$ cat config.mk
export PLATFORM = sky130hd
export DESIGN_NAME = stun_mapped_address_parser
export DESIGN_NICKNAME = d
export VERILOG_FILES = /design/src/smap_pkg.sv /design/src/smap_parser.sv /design/src/smap_fifo.sv /design/src/smap_result.sv /design/src/stun_mapped_address_parser.sv
export SDC_FILE = /design/constraint.sdc
export NUM_CORES = 2
export LEC_CHECK = 0
export BUFFER_PORTS_ARGS = -buffer_cell sky130_fd_sc_hd__buf_2
export CORE_ASPECT_RATIO = 1.75
export CORE_MARGIN = 1
export CORE_UTILIZATION = 40
export CTS_BUF_LIST = sky130_fd_sc_hd__clkbuf_2
export CTS_CLUSTER_SIZE = 8
export DETAILED_ROUTE_END_ITERATION = 8
export PLACE_DENSITY = 0.53
export SYNTH_ARGS = -nofsm -noshare
export SYNTH_HDL_FRONTEND = slang
export SYNTH_SLANG_ARGS = --single-unit
$ cat constraint.sdc
create_clock -name clk_i -period 11.05 [get_ports clk_i]
set_input_delay 3.315 -clock clk_i [delete_from_list [all_inputs] [get_ports clk_i]]
set_output_delay 3.315 -clock clk_i [all_outputs]
set_load 0.005 [all_outputs]
$ cat src/smap_pkg.sv
// shared types and constants for the stun mapped-address parser
// no dependencies
package smap_pkg;

  localparam int unsigned DefMaxMessageBytes = 2048;
  localparam logic [31:0] StunCookie = 32'h2112A442;
  localparam logic [15:0] AttrMapped = 16'h0001;
  localparam logic [15:0] AttrXorMapped = 16'h0020;
  localparam logic [4:0] HeaderBytes = 5'd20;

  localparam logic [1:0] StatusOk = 2'd0;
  localparam logic [1:0] StatusZeroLen = 2'd1;
  localparam logic [1:0] StatusNoMapped = 2'd2;
  localparam logic [1:0] StatusBadFamily = 2'd3;

  localparam logic [7:0] FamilyV4 = 8'd1;
  localparam logic [7:0] FamilyV6 = 8'd2;

  localparam logic [2:0] RegHeaderInStream = 3'd0;
  localparam logic [2:0] RegLocalPort = 3'd1;
  localparam logic [2:0] RegTid0 = 3'd2;
  localparam logic [2:0] RegTid1 = 3'd3;
  localparam logic [2:0] RegTid2 = 3'd4;

  typedef enum logic [2:0] {
    PhSkip,
    PhAhdr,
    PhValue,
    PhPad,
    PhDone
  } phase_e;

  // end-of-message capture handed from the parser to the result stage
  typedef struct packed {
    logic        err;
    logic        found;
    logic        is_xor;
    logic [7:0]  family;
    logic [15:0] port;
    logic [63:0] addr_hi;
    logic [63:0] addr_lo;
  } capture_t;

  localparam int unsigned CaptureW = $bits(capture_t);

endpackage

$ cat src/smap_parser.sv
// front part: walks message bytes and captures the first mapped address
// depends on smap_pkg
module smap_parser
  import smap_pkg::*;
#(
  parameter int unsigned MaxMessageBytes = DefMaxMessageBytes
) (
  input  logic     clk_i,
  input  logic     rst_ni,
  input  logic     valid_i,
  input  logic     header_in_stream_i,
  input  logic [7:0] data_byte_i,
  input  logic     last_byte_i,
  output logic     done_o,
  output capture_t cap_o
);

  phase_e      phase_q, phase_d;
  logic [15:0] offset_q, offset_d;
  logic [15:0] atype_q, atype_d;
  logic [15:0] alen_q, alen_d;
  logic [15:0] fidx_q, fidx_d;
  capture_t    cap_q, cap_d;
  logic [15:0] fidx_inc;
  logic [15:0] k;
  logic [1:0]  pad;
  phase_e      ph;

  assign fidx_inc = (offset_q == 16'd0 ? 16'd0 : fidx_q) + 16'd1;
  assign k = fidx_q - 16'd4;

  always_comb begin
    phase_d = phase_q;
    offset_d = offset_q;
    atype_d = atype_q;
    alen_d = alen_q;
    fidx_d = fidx_q;
    cap_d = cap_q;
    cap_o = cap_q;
    ph = phase_q;
    pad = 2'd0;
    done_o = 1'b0;
    if (valid_i) begin
      if (offset_q == 16'd0) begin
        ph = header_in_stream_i ? PhSkip : PhAhdr;
        phase_d = ph;
        fidx_d = 16'd0;
      end
      if (offset_q < 16'(MaxMessageBytes)) begin
        case (ph)
          PhSkip: begin
            fidx_d = fidx_inc;
            if (fidx_inc >= 16'(HeaderBytes)) begin
              phase_d = PhAhdr;
              fidx_d = 16'd0;
            end
          end
          PhAhdr: begin
            if (fidx_inc <= 16'd2) atype_d = {atype_q[7:0], data_byte_i};
            else alen_d = {alen_q[7:0], data_byte_i};
            fidx_d = fidx_inc;
            if (fidx_inc == 16'd4) begin
              fidx_d = 16'd0;
              if (alen_d == 16'd0) begin
                cap_d.err = 1'b1;
                phase_d = PhDone;
              end else begin
                if (atype_q == AttrMapped) cap_d.found = 1'b1;
                else if (atype_q == AttrXorMapped) begin
                  cap_d.found = 1'b1;
                  cap_d.is_xor = 1'b1;
                end
                phase_d = PhValue;
              end
            end
          end
          PhValue: begin
            if (cap_q.found) begin
              if (fidx_q == 16'd1) cap_d.family = data_byte_i;
              else if (fidx_q == 16'd2 || fidx_q == 16'd3)
                cap_d.port = {cap_q.port[7:0], data_byte_i};
              else if (fidx_q >= 16'd4 && fidx_q < 16'd20) begin
                if (!k[3]) cap_d.addr_hi[8*(7-k[2:0]) +: 8] = data_byte_i;
                else cap_d.addr_lo[8*(7-k[2:0]) +: 8] = data_byte_i;
              end
            end
            fidx_d = fidx_inc;
            if (fidx_inc >= alen_q) begin
              if (cap_q.found) phase_d = PhDone;
              else begin
                pad = 2'(3'd4 - {1'b0, alen_q[1:0]});
                fidx_d = 16'd0;
                atype_d = 16'd0;
                alen_d = {14'd0, pad};
                phase_d = (pad != 2'd0) ? PhPad : PhAhdr;
              end
            end
          end
          PhPad: begin
            fidx_d = fidx_inc;
            if (fidx_inc >= alen_q) begin
              fidx_d = 16'd0;
              alen_d = 16'd0;
              phase_d = PhAhdr;
            end
          end
          default: ;
        endcase
      end
      if (offset_q != 16'hFFFF) offset_d = offset_q + 16'd1;
      // result sees this byte's capture
      cap_o = cap_d;
      if (last_byte_i) begin
        done_o = 1'b1;
        phase_d = PhSkip;
        offset_d = 16'd0;
        atype_d = 16'd0;
        alen_d = 16'd0;
        fidx_d = 16'd0;
        cap_d = '0;
      end
    end
  end

  always_ff @(posedge clk_i or negedge rst_ni) begin
    if (!rst_ni) begin
      phase_q <= PhSkip;
      offset_q <= '0;
      atype_q <= '0;
      alen_q <= '0;
      fidx_q <= '0;
      cap_q <= '0;
    end else begin
      phase_q <= phase_d;
      offset_q <= offset_d;
      atype_q <= atype_d;
      alen_q <= alen_d;
      fidx_q <= fidx_d;
      cap_q <= cap_d;
    end
  end

endmodule

$ cat src/smap_fifo.sv
// small queue between parser and result stage
// depends on smap_pkg
module smap_fifo
  import smap_pkg::*;
(
  input  logic     clk_i,
  input  logic     rst_ni,
  input  logic     push_i,
  input  capture_t data_i,
  output logic     full_o,
  input  logic     pop_i,
  output logic     empty_o,
  output capture_t data_o
);

  capture_t   mem_q [2];
  logic [1:0] cnt_q, cnt_d;
  logic       wp_q, rp_q;

  assign full_o = cnt_q == 2'd2;
  assign empty_o = cnt_q == 2'd0;
  assign data_o = mem_q[rp_q];

  always_comb begin
    cnt_d = cnt_q;
    if (push_i && !pop_i) cnt_d = cnt_q + 2'd1;
    else if (!push_i && pop_i) cnt_d = cnt_q - 2'd1;
  end

  always_ff @(posedge clk_i) begin
    if (push_i) mem_q[wp_q] <= data_i;
  end

  always_ff @(posedge clk_i or negedge rst_ni) begin
    if (!rst_ni) begin
      cnt_q <= '0;
      wp_q <= 1'b0;
      rp_q <= 1'b0;
    end else begin
      cnt_q <= cnt_d;
      if (push_i) wp_q <= ~wp_q;
      if (pop_i) rp_q <= ~rp_q;
    end
  end

endmodule

$ cat src/smap_result.sv
// back part: unmasks the capture, checks for change, holds the result
// depends on smap_pkg
module smap_result
  import smap_pkg::*;
(
  input  logic        clk_i,
  input  logic        rst_ni,
  input  logic        valid_i,
  input  capture_t    cap_i,
  output logic        take_o,
  input  logic [15:0] local_port_i,
  input  logic [31:0] tid0_i,
  input  logic [31:0] tid1_i,
  input  logic [31:0] tid2_i,
  input  logic        pop_i,
  output logic        empty_o,
  output logic [1:0]  status_o,
  output logic        addr_family_o,
  output logic [15:0] mapped_port_o,
  output logic [63:0] addr_high_o,
  output logic [63:0] addr_low_o,
  output logic        changed_o
);

  logic        full_q;
  logic [1:0]  st;
  logic        fam, chg;
  logic [15:0] port;
  logic [63:0] hi, lo;
  logic [63:0] prev_hi_q, prev_lo_q;
  logic [31:0] prev_ports_q;

  assign empty_o = !full_q;
  assign take_o = valid_i && (!full_q || pop_i);

  always_comb begin
    st = StatusOk;
    fam = 1'b0;
    port = '0;
    hi = '0;
    lo = '0;
    chg = 1'b0;
    if (cap_i.err) st = StatusZeroLen;
    else if (!cap_i.found) st = StatusNoMapped;
    else if (cap_i.family != FamilyV4 && cap_i.family != FamilyV6) st = StatusBadFamily;
    else begin
      port = cap_i.port ^ (cap_i.is_xor ? StunCookie[31:16] : 16'd0);
      hi = cap_i.addr_hi ^ (cap_i.is_xor ? {StunCookie, 32'd0} : 64'd0);
      lo = cap_i.addr_lo;
      if (cap_i.family == FamilyV4) begin
        hi = {hi[63:32], 32'd0};
        lo = '0;
      end else begin
        fam = 1'b1;
        if (cap_i.is_xor) begin
          hi = hi ^ {32'd0, tid0_i};
          lo = lo ^ {tid1_i, tid2_i};
        end
      end
      chg = ({local_port_i, port} != prev_ports_q) || (hi != prev_hi_q)
            || (lo != prev_lo_q);
    end
  end

  always_ff @(posedge clk_i) begin
    if (take_o) begin
      status_o <= st;
      addr_family_o <= fam;
      mapped_port_o <= port;
      addr_high_o <= hi;
      addr_low_o <= lo;
      changed_o <= chg;
    end
  end

  always_ff @(posedge clk_i or negedge rst_ni) begin
    if (!rst_ni) begin
      full_q <= 1'b0;
      prev_hi_q <= '0;
      prev_lo_q <= '0;
      prev_ports_q <= '0;
    end else begin
      if (take_o) full_q <= 1'b1;
      else if (pop_i) full_q <= 1'b0;
      if (take_o && st == StatusOk) begin
        prev_hi_q <= hi;
        prev_lo_q <= lo;
        prev_ports_q <= {local_port_i, port};
      end
    end
  end

endmodule

$ cat src/stun_mapped_address_parser.sv
// top level of the stun mapped-address parser
// depends on smap_pkg, smap_parser, smap_fifo, smap_result
//
// usage: message bytes enter on the push side, one request per byte, with
// last_byte_i marking the end of a message. each message gives one result
// (status, family, port, address, changed) on the pop side.
// the parser takes one byte per cycle while full_o is low; on the last
// byte its capture goes into a two-entry queue and the result stage
// unmasks it and registers it in an output slot once the slot is empty
// or being popped; from that slot the result is on the pop side.
// throughput is one byte per cycle while full_o is low, bounded by the parser's byte loop.
// full_o rises only when the queue holds two finished messages and the
// output slot is occupied; then every byte is held off until a pop.
// configuration goes through the apb port; the user must do it only while the block is idle (not enforced).
// reset (rst_ni low) clears the parse state, queue, output slot and the
// stored previous mapping; registers return to header skipping on.
module stun_mapped_address_parser
  import smap_pkg::*;
#(
  parameter int unsigned MaxMessageBytes = DefMaxMessageBytes
) (
  input  logic        clk_i,
  input  logic        rst_ni,
  input  logic        push_i,
  output logic        full_o,
  input  logic [7:0]  data_byte_i,
  input  logic        last_byte_i,
  input  logic        pop_i,
  output logic        empty_o,
  output logic [1:0]  status_o,
  output logic        addr_family_o,
  output logic [15:0] mapped_port_o,
  output logic [63:0] addr_high_o,
  output logic [63:0] addr_low_o,
  output logic        changed_o,
  input  logic        psel,
  input  logic        penable,
  input  logic        pwrite,
  input  logic [4:0]  paddr,
  input  logic [31:0] pwdata,
  output logic [31:0] prdata,
  output logic        pready
);

  logic        hdr_q;
  logic [15:0] lport_q;
  logic [31:0] tid0_q, tid1_q, tid2_q;
  logic        wr;
  logic [2:0]  ridx;
  logic        acc, done, q_full, q_empty, take;
  capture_t    cap, qcap;

  // register file
  assign pready = 1'b1;
  assign ridx = paddr[4:2];
  assign wr = psel && penable && pwrite;

  always_comb begin
    case (ridx)
      RegHeaderInStream: prdata = {31'd0, hdr_q};
      RegLocalPort:      prdata = {16'd0, lport_q};
      RegTid0:           prdata = tid0_q;
      RegTid1:           prdata = tid1_q;
      RegTid2:           prdata = tid2_q;
      default:           prdata = '0;
    endcase
  end

  always_ff @(posedge clk_i or negedge rst_ni) begin
    if (!rst_ni) begin
      hdr_q <= 1'b1;
      lport_q <= '0;
      tid0_q <= '0;
      tid1_q <= '0;
      tid2_q <= '0;
    end else if (wr) begin
      case (ridx)
        RegHeaderInStream: hdr_q <= pwdata[0];
        RegLocalPort:      lport_q <= pwdata[15:0];
        RegTid0:           tid0_q <= pwdata;
        RegTid1:           tid1_q <= pwdata;
        RegTid2:           tid2_q <= pwdata;
        default: ;
      endcase
    end
  end

  // any byte waits while the queue is full
  assign full_o = q_full;
  assign acc = push_i && !q_full;

  smap_parser #(.MaxMessageBytes(MaxMessageBytes)) u_parser (
    .clk_i, .rst_ni,
    .valid_i(acc),
    .header_in_stream_i(hdr_q),
    .data_byte_i, .last_byte_i,
    .done_o(done),
    .cap_o(cap)
  );

  smap_fifo u_fifo (
    .clk_i, .rst_ni,
    .push_i(done), .data_i(cap), .full_o(q_full),
    .pop_i(take), .empty_o(q_empty), .data_o(qcap)
  );

  smap_result u_result (
    .clk_i, .rst_ni,
    .valid_i(!q_empty), .cap_i(qcap), .take_o(take),
    .local_port_i(lport_q), .tid0_i(tid0_q), .tid1_i(tid1_q), .tid2_i(tid2_q),
    .pop_i, .empty_o,
    .status_o, .addr_family_o, .mapped_port_o, .addr_high_o, .addr_low_o,
    .changed_o
  );

endmodule

Word-level counts from Yosys, hierarchy flattened
Memories as Yosys holds them, arrays and structs flattened. Cells that the tools add are included. Widths: inputs -> output; s select.

Bits in registers: 648. RAM bits: 310. Output and inout bits: 183. Word-level logic and storage cells: 214. Memories kept: 1.

$add $sub $neg: 8. $lt $le $gt $ge: 6. Equality and inequality tests: 25. Shifts and indexed selects: 2. Multiplexer cells: 95. Bitwise logic cells: 7. Reduce and logical (&&, ||, !) cells: 40.

Memories: u_fifo.mem_q (depth 2, bits a word 155, read ports 1, clocked after Yosys merged registers in 0, write ports 1, RTL line smap_fifo.sv:16) `capture_t mem_q [2];`.

Operators with widths (number): $mux 64 (18); $mux 155 (3); $mux 16 (28); $mux 152 (2); $mux 128 (2); $pmux 32 s5 (1); $mux 144 (1); $bwmux 64 (2); $ne 64x64->1 (2); $xor 64x64->64 (2); $pmux 16 s4 (1); $shift 8x34->64 const A (1); $shiftx 8x34->64 (1); $xor 64x32->64 (1); $mux 62 (1); $pmux 16 s3 (1); $mux 3 (12); $neg 32->34 (1); $add 16x1->16 const B (2); $eq 16x1->1 const B (2); $eq 16x2->1 const B (2); $logic_not 16->1 (2); $ne 32x32->1 (1); $pmux 16 s2 (1); other kinds (41) (93).

Depth between registers and ports, before layout
Depth in word-level cells: 14. Mapped depth: 24. Gate-level depth less buffers: 20.

Cells and area by module
From an unflattened synthesis, not the netlist that was laid out.

Cells, all modules: 3496. Area total of the unflattened synthesis: 43347.8 µm².

Modules (own cells, without submodules): smap_result (times used 1, cells each 1380, area each 15049.4 µm², seq. area each 8473.1 µm²); smap_parser (times used 1, cells each 1272, area each 11796.3 µm², seq. area each 5555.3 µm²); smap_fifo (times used 1, cells each 498, area each 11426.0 µm², seq. area each 9409.0 µm²); stun_mapped_address_parser (times used 1, cells each 346, area each 5076.1 µm², seq. area each 2829.0 µm²).

Worst setup path after synthesis
OpenSTA, ideal clock, no wires.

Path type: input port to flip-flop. Start point: input pop_i. End point: register u_result.prev_hi_q[17]. Library setup time: 0.125 ns. Arrival: 12.218 ns. Data required time: 10.925 ns. Slack: -1.292 ns. Cell stages on the path: 6. Buffers on the path: 2. Path through: inv_1 -> a21oi_1 -> nand3_1 -> clkbuf_1 -> buf_1 -> mux2_2.

Longest elaborated chain between the ends: 3.

RTL lines: start: declaration (RTL line stun_mapped_address_parser.sv:28) `input logic pop_i,`; $logic_or 1x1->1 (RTL line smap_result.sv:34) `assign take_o = valid_i && (!full_q || pop_i);`; $logic_and 1x1->1 (RTL line smap_result.sv:34); named net take (RTL line stun_mapped_address_parser.sv:50) `logic acc, done, q_full, q_empty, take;`; $logic_and 1x1->1 (RTL line smap_result.sv:85) `if (take_o && st == StatusOk) begin`; end signal: assignment (RTL line smap_result.sv:86) `prev_hi_q <= hi;`; end: declaration (RTL line smap_result.sv:30) `logic [63:0] prev_hi_q, prev_lo_q;`.

The timed path passes the listed nets, and every way through them passes these cells. A chain may end at the register's enable or synchronous reset.

Worst setup path in the final report
Start point: input paddr[4]. End point: output prdata[31].

Longest elaborated chain between the ends: 2.

RTL lines: start: declaration (RTL line stun_mapped_address_parser.sv:39) `input logic [4:0] paddr,`; $eq 3x3->1 (tied with other cells) (RTL line stun_mapped_address_parser.sv:59) `case (ridx)`; $pmux 32 s5 * (RTL line stun_mapped_address_parser.sv:59); end: declaration (RTL line stun_mapped_address_parser.sv:41) `output logic [31:0] prdata,`.

Mark *: on every way between the ends. The rest lies on a longest branch, timed or not.

==> impl_summary.md <==
CTS
The clock tree synthesis step divided the H-tree into 4 levels. Clock-pin slew was measured on the worst setup and hold paths at 0.11 ns. The number of clock buffers added by TritonCTS is 219. For this design, the CTS-stage hold fixing added 0 buffers. The insertion delay to the later sink of the worst-skew pair is 1.58 ns. Buffers added to address setup during post-CTS repair amount to 0. The number of clock sinks is 958. TritonCTS built the clock tree. The cell at the root of the clock tree is sky130_fd_sc_hd__clkbuf_2.

The maximum count of clock buffers along a single path is 3. The count of cells resized by post-cts repair is 0.

Synthesis
The post-synthesis instance area is 43900 um2. Of the post-synthesis cell area, the dominant cell type holds 0.313. Counting distinct cell types in the post-synthesis netlist gives 82. Yosys attributes the largest share of cell area to sky130_fd_sc_hd__edfxtp_1, sky130_fd_sc_hd__dfrtp_1, sky130_fd_sc_hd__mux2_2.

The number of enable-type register cells in the synthesized netlist is 458. When the netlist entered floorplanning its net count stood at 3722. In this run, synthesis produced a sequential element count of 958. For this run, asynchronously set or reset flops after synthesis account for 0.522. The dominant register cell in the synthesized netlist is sky130_fd_sc_hd__dfrtp_1. For this run, the register share of the synthesized area comes to 0.598. Summed over all instances, the cell type with the most area after synthesis is sky130_fd_sc_hd__edfxtp_1. The post-synthesis area per instance is 12.1 um2. The number of warnings reported in the yosys synthesis log is 0.

The gate count after technology mapping is 3638.

Drt
The detail route stage leaves a number of antenna-violating nets equal to 0. The number of iterations in the first detailed-routing pass is 5. The total wire length is 128000 um. The DRC marker count from the first detailed-route iteration is 1882. The remaining routing DRC violations is 0.

The average routed wire per standard cell is 22.9 um. The average vias per placed instance is 5.37. The number of vias in the routed layout is 30081.

Pwr
The total power after layout is 0.0106 W. The cell area power density is 218 nW/um2. IR analysis of the VDD net gives a maximum drop of 0.125 mV. The leakage power is 20.5 nW.

STA
Setup repair after global routing left no endpoint under its margin. Clock skew on the completed layout was measured at 0.103 ns. The setup slack after layout is 2.39 ns. For the pin with the worst max-slew slack, the measured transition is 1.21 ns.

Setup violations remaining at the end of the flow were counted as 0. Summed over all failing endpoints, the final setup total negative slack is 0 ns. The timing-limited maximum frequency is 115 MHz. The final hold violation count was 0. The final max-slew violation count was 0. For the finished layout, the period the worst path requires is 8.66 ns. Of the available clock period, the critical path in the final layout requires 0.784. The tightest slew margin relative to the limit is 0.186.

Setup path
The delay contributed by the slowest stage of the critical path is 0.63 ns. The most numerous cell type found on the critical path is sky130_fd_sc_hd__buf_2. The setup path with the least slack is of type primary input to primary output. STA puts the critical path data required time at 7.74 ns. The type of element launching the critical path is a primary input. The arrival time of data at the critical path endpoint is 5.34 ns. Traced cell by cell, the critical path runs through buf_2, nor3b_2, buf_4, nand2_1, o21ai_0, buf_2. The slowest cell on the critical path is sky130_fd_sc_hd__nor3b_2.

In this run the register-to-register setup slack is 5.21 ns. STA classifies the critical path endpoint as a primary output. The biggest fanout along the worst timing path is 23.

Global routing
The via count of the first global-routing pass is 30251. The total congestion overflow is 0. The wire length of the first global-routing pass is 192000 um.

The number of antenna violations at the first check in global routing is 4. Entering global routing, the biggest net connects 214 pins. Across every metal layer, demand over resource in global routing totals 0.232.

Cells and area
Counting the fill cells in the layout gives 10323. From synthesis to final layout, the design area changed by 11.2%. The multi-input combinational cells in the finished layout cover a total of 16600 um2. The share of cells above drive strength 1 is 0.247. The layout net count is 4022.

Leaving out fill and tap cells, the most frequent cells in the layout are sky130_fd_sc_hd__dfrtp_1, sky130_fd_sc_hd__nand2_1, sky130_fd_sc_hd__edfxtp_1. The total area of sequential cells is 26300 um2. The most frequent standard cell in the layout excluding fill and tap cells is sky130_fd_sc_hd__dfrtp_1.

Floorplanning
The cell row count is 160. The die area is 111000 um2. The x dimension of the die is 252 um. For this design the top-level I/O count stands at 236.

The core region is 109000 um2. The initial utilization of the core area, before any placement, comes to 0.404. The die height is 440 um.

Placed design
The number of port buffers is 232. Detailed placement finished with a half-perimeter wire length of 87200 um. At the end of routability-driven placement, the weighted congestion stood at 0.853. Prior to clock tree synthesis, the placed netlist has a worst setup slack of 2.40 ns.

Min path
The type of the tightest min-delay check is register to register.

Run
The max-cap violation count is 0.

Status
The flow ran to the end, and the final reports show no timing, DRC or antenna violations.
## report_power, final
part           internal (W)  switching (W)  leakage [nW]
sequential          0.00441       0.000398          11.3
combinational       0.00123        0.00223          7.68
clock              0.000914        0.00146          1.59
total               0.00655        0.00409          20.5
## per-stage QoR
stage / utilization / cell area [um2] / hold WS, ns / cells
after floorplan: - / 43900 / 0.465 / 3638
after global placement: 0.430 / 46700 / 0.480 / 5175
after detailed placement: 0.430 / 46700 / 0.488 / 5175
after CTS: 0.449 / 48800 / 0.509 / 5589
after global routing: 0.449 / 48800 / 0.535 / 5596
final: 0.449 / 48800 / 0.508 / 5598
## worst max-delay path, delay by kind of cell
kind,cells,cell delay (ns)
AOI/OAI and AO/OA,1,0.19
and+or+nand+nor,2,0.72
buffers and inverters,3,1.05
## cell type report
cell class,count,share of cell area
Antenna cell,9,0.000461
Multi-Input combinational cell,2391,0.340
Sequential cell,958,0.538
Clock buffer,325,0.0333
Clock inverter,89,0.0100
Timing Repair Buffer,305,0.0365
Tap cell,1458,0.0374
Inverter,63,0.00484
## per-layer routing
metal  routed length (um)  track usage  vias up
met5                    8            0        -
met4                 6310        0.118        2
met3                 5660       0.0426      233
met2                65900        0.407      826
met1                50400        0.269    14858
li1                     -            -    14162
## flip-flops by register name (all words and copies together), names as in the netlist, 3 cells and up
| signal | flops |
|---|---|
| u_parser.offset_q | 16 |
| u_result.prev_hi_q | 64 |
| u_result.prev_ports_q | 32 |
| u_result.mapped_port_o | 16 |
| u_parser.atype_q | 16 |
| u_fifo.mem_q | 310 |
| u_parser.phase_q | 3 |
| u_parser.cap_q | 155 |
| u_result.prev_lo_q | 64 |
| u_parser.alen_q | 16 |
| u_result.addr_high_o | 64 |
| tid1_q | 32 |
| lport_q | 16 |
| tid0_q | 32 |
| u_result.addr_low_o | 64 |
| tid2_q | 32 |
| u_parser.fidx_q | 16 |
## path summary, 6_finish.rpt
path | start | to | cells after the start
min in group asynchronous | rst_ni | u_parser.cap_q[72] | 1
max | paddr[4] | prdata[31] | 6
max reg2reg | u_parser.offset_q[0] | u_parser.fidx_q[4] | 15
max in group asynchronous | rst_ni | u_result.prev_lo_q[63] | 3
min reg2reg | u_parser.alen_q[5] | u_parser.alen_q[13] | 1
min | u_parser.alen_q[5] | u_parser.alen_q[13] | 1
## synthesized netlist by cell type, drive strengths merged, types with 60 or more instances
library cell  number
inv               62
edfxtp           458
xnor2            140
o221a            128
clkbuf           166
o21ai            219
o31ai             96
nand2            492
xor2              94
nor2             225
buf               60
a21oi             92
mux2             206
dfrtp            499
mux2i            161
## logic make-up (layout without fill, tap and decap cells)
group	Yosys count	count (layout)	share of synthesized area
XOR/XNOR	234	234	0.0467
AO/OA/AOI/OAI	747	747	0.124
adder cells (fa/ha/maj)	31	31	0.00883
AND/OR/NAND/NOR	1010	1010	0.106
buffers and inverters	289	782	0.0264
multiplexers	368	368	0.0900
other	1	10	0.0000854
flip-flops	958	958	0.598
(Power assumes the default switching activity.)
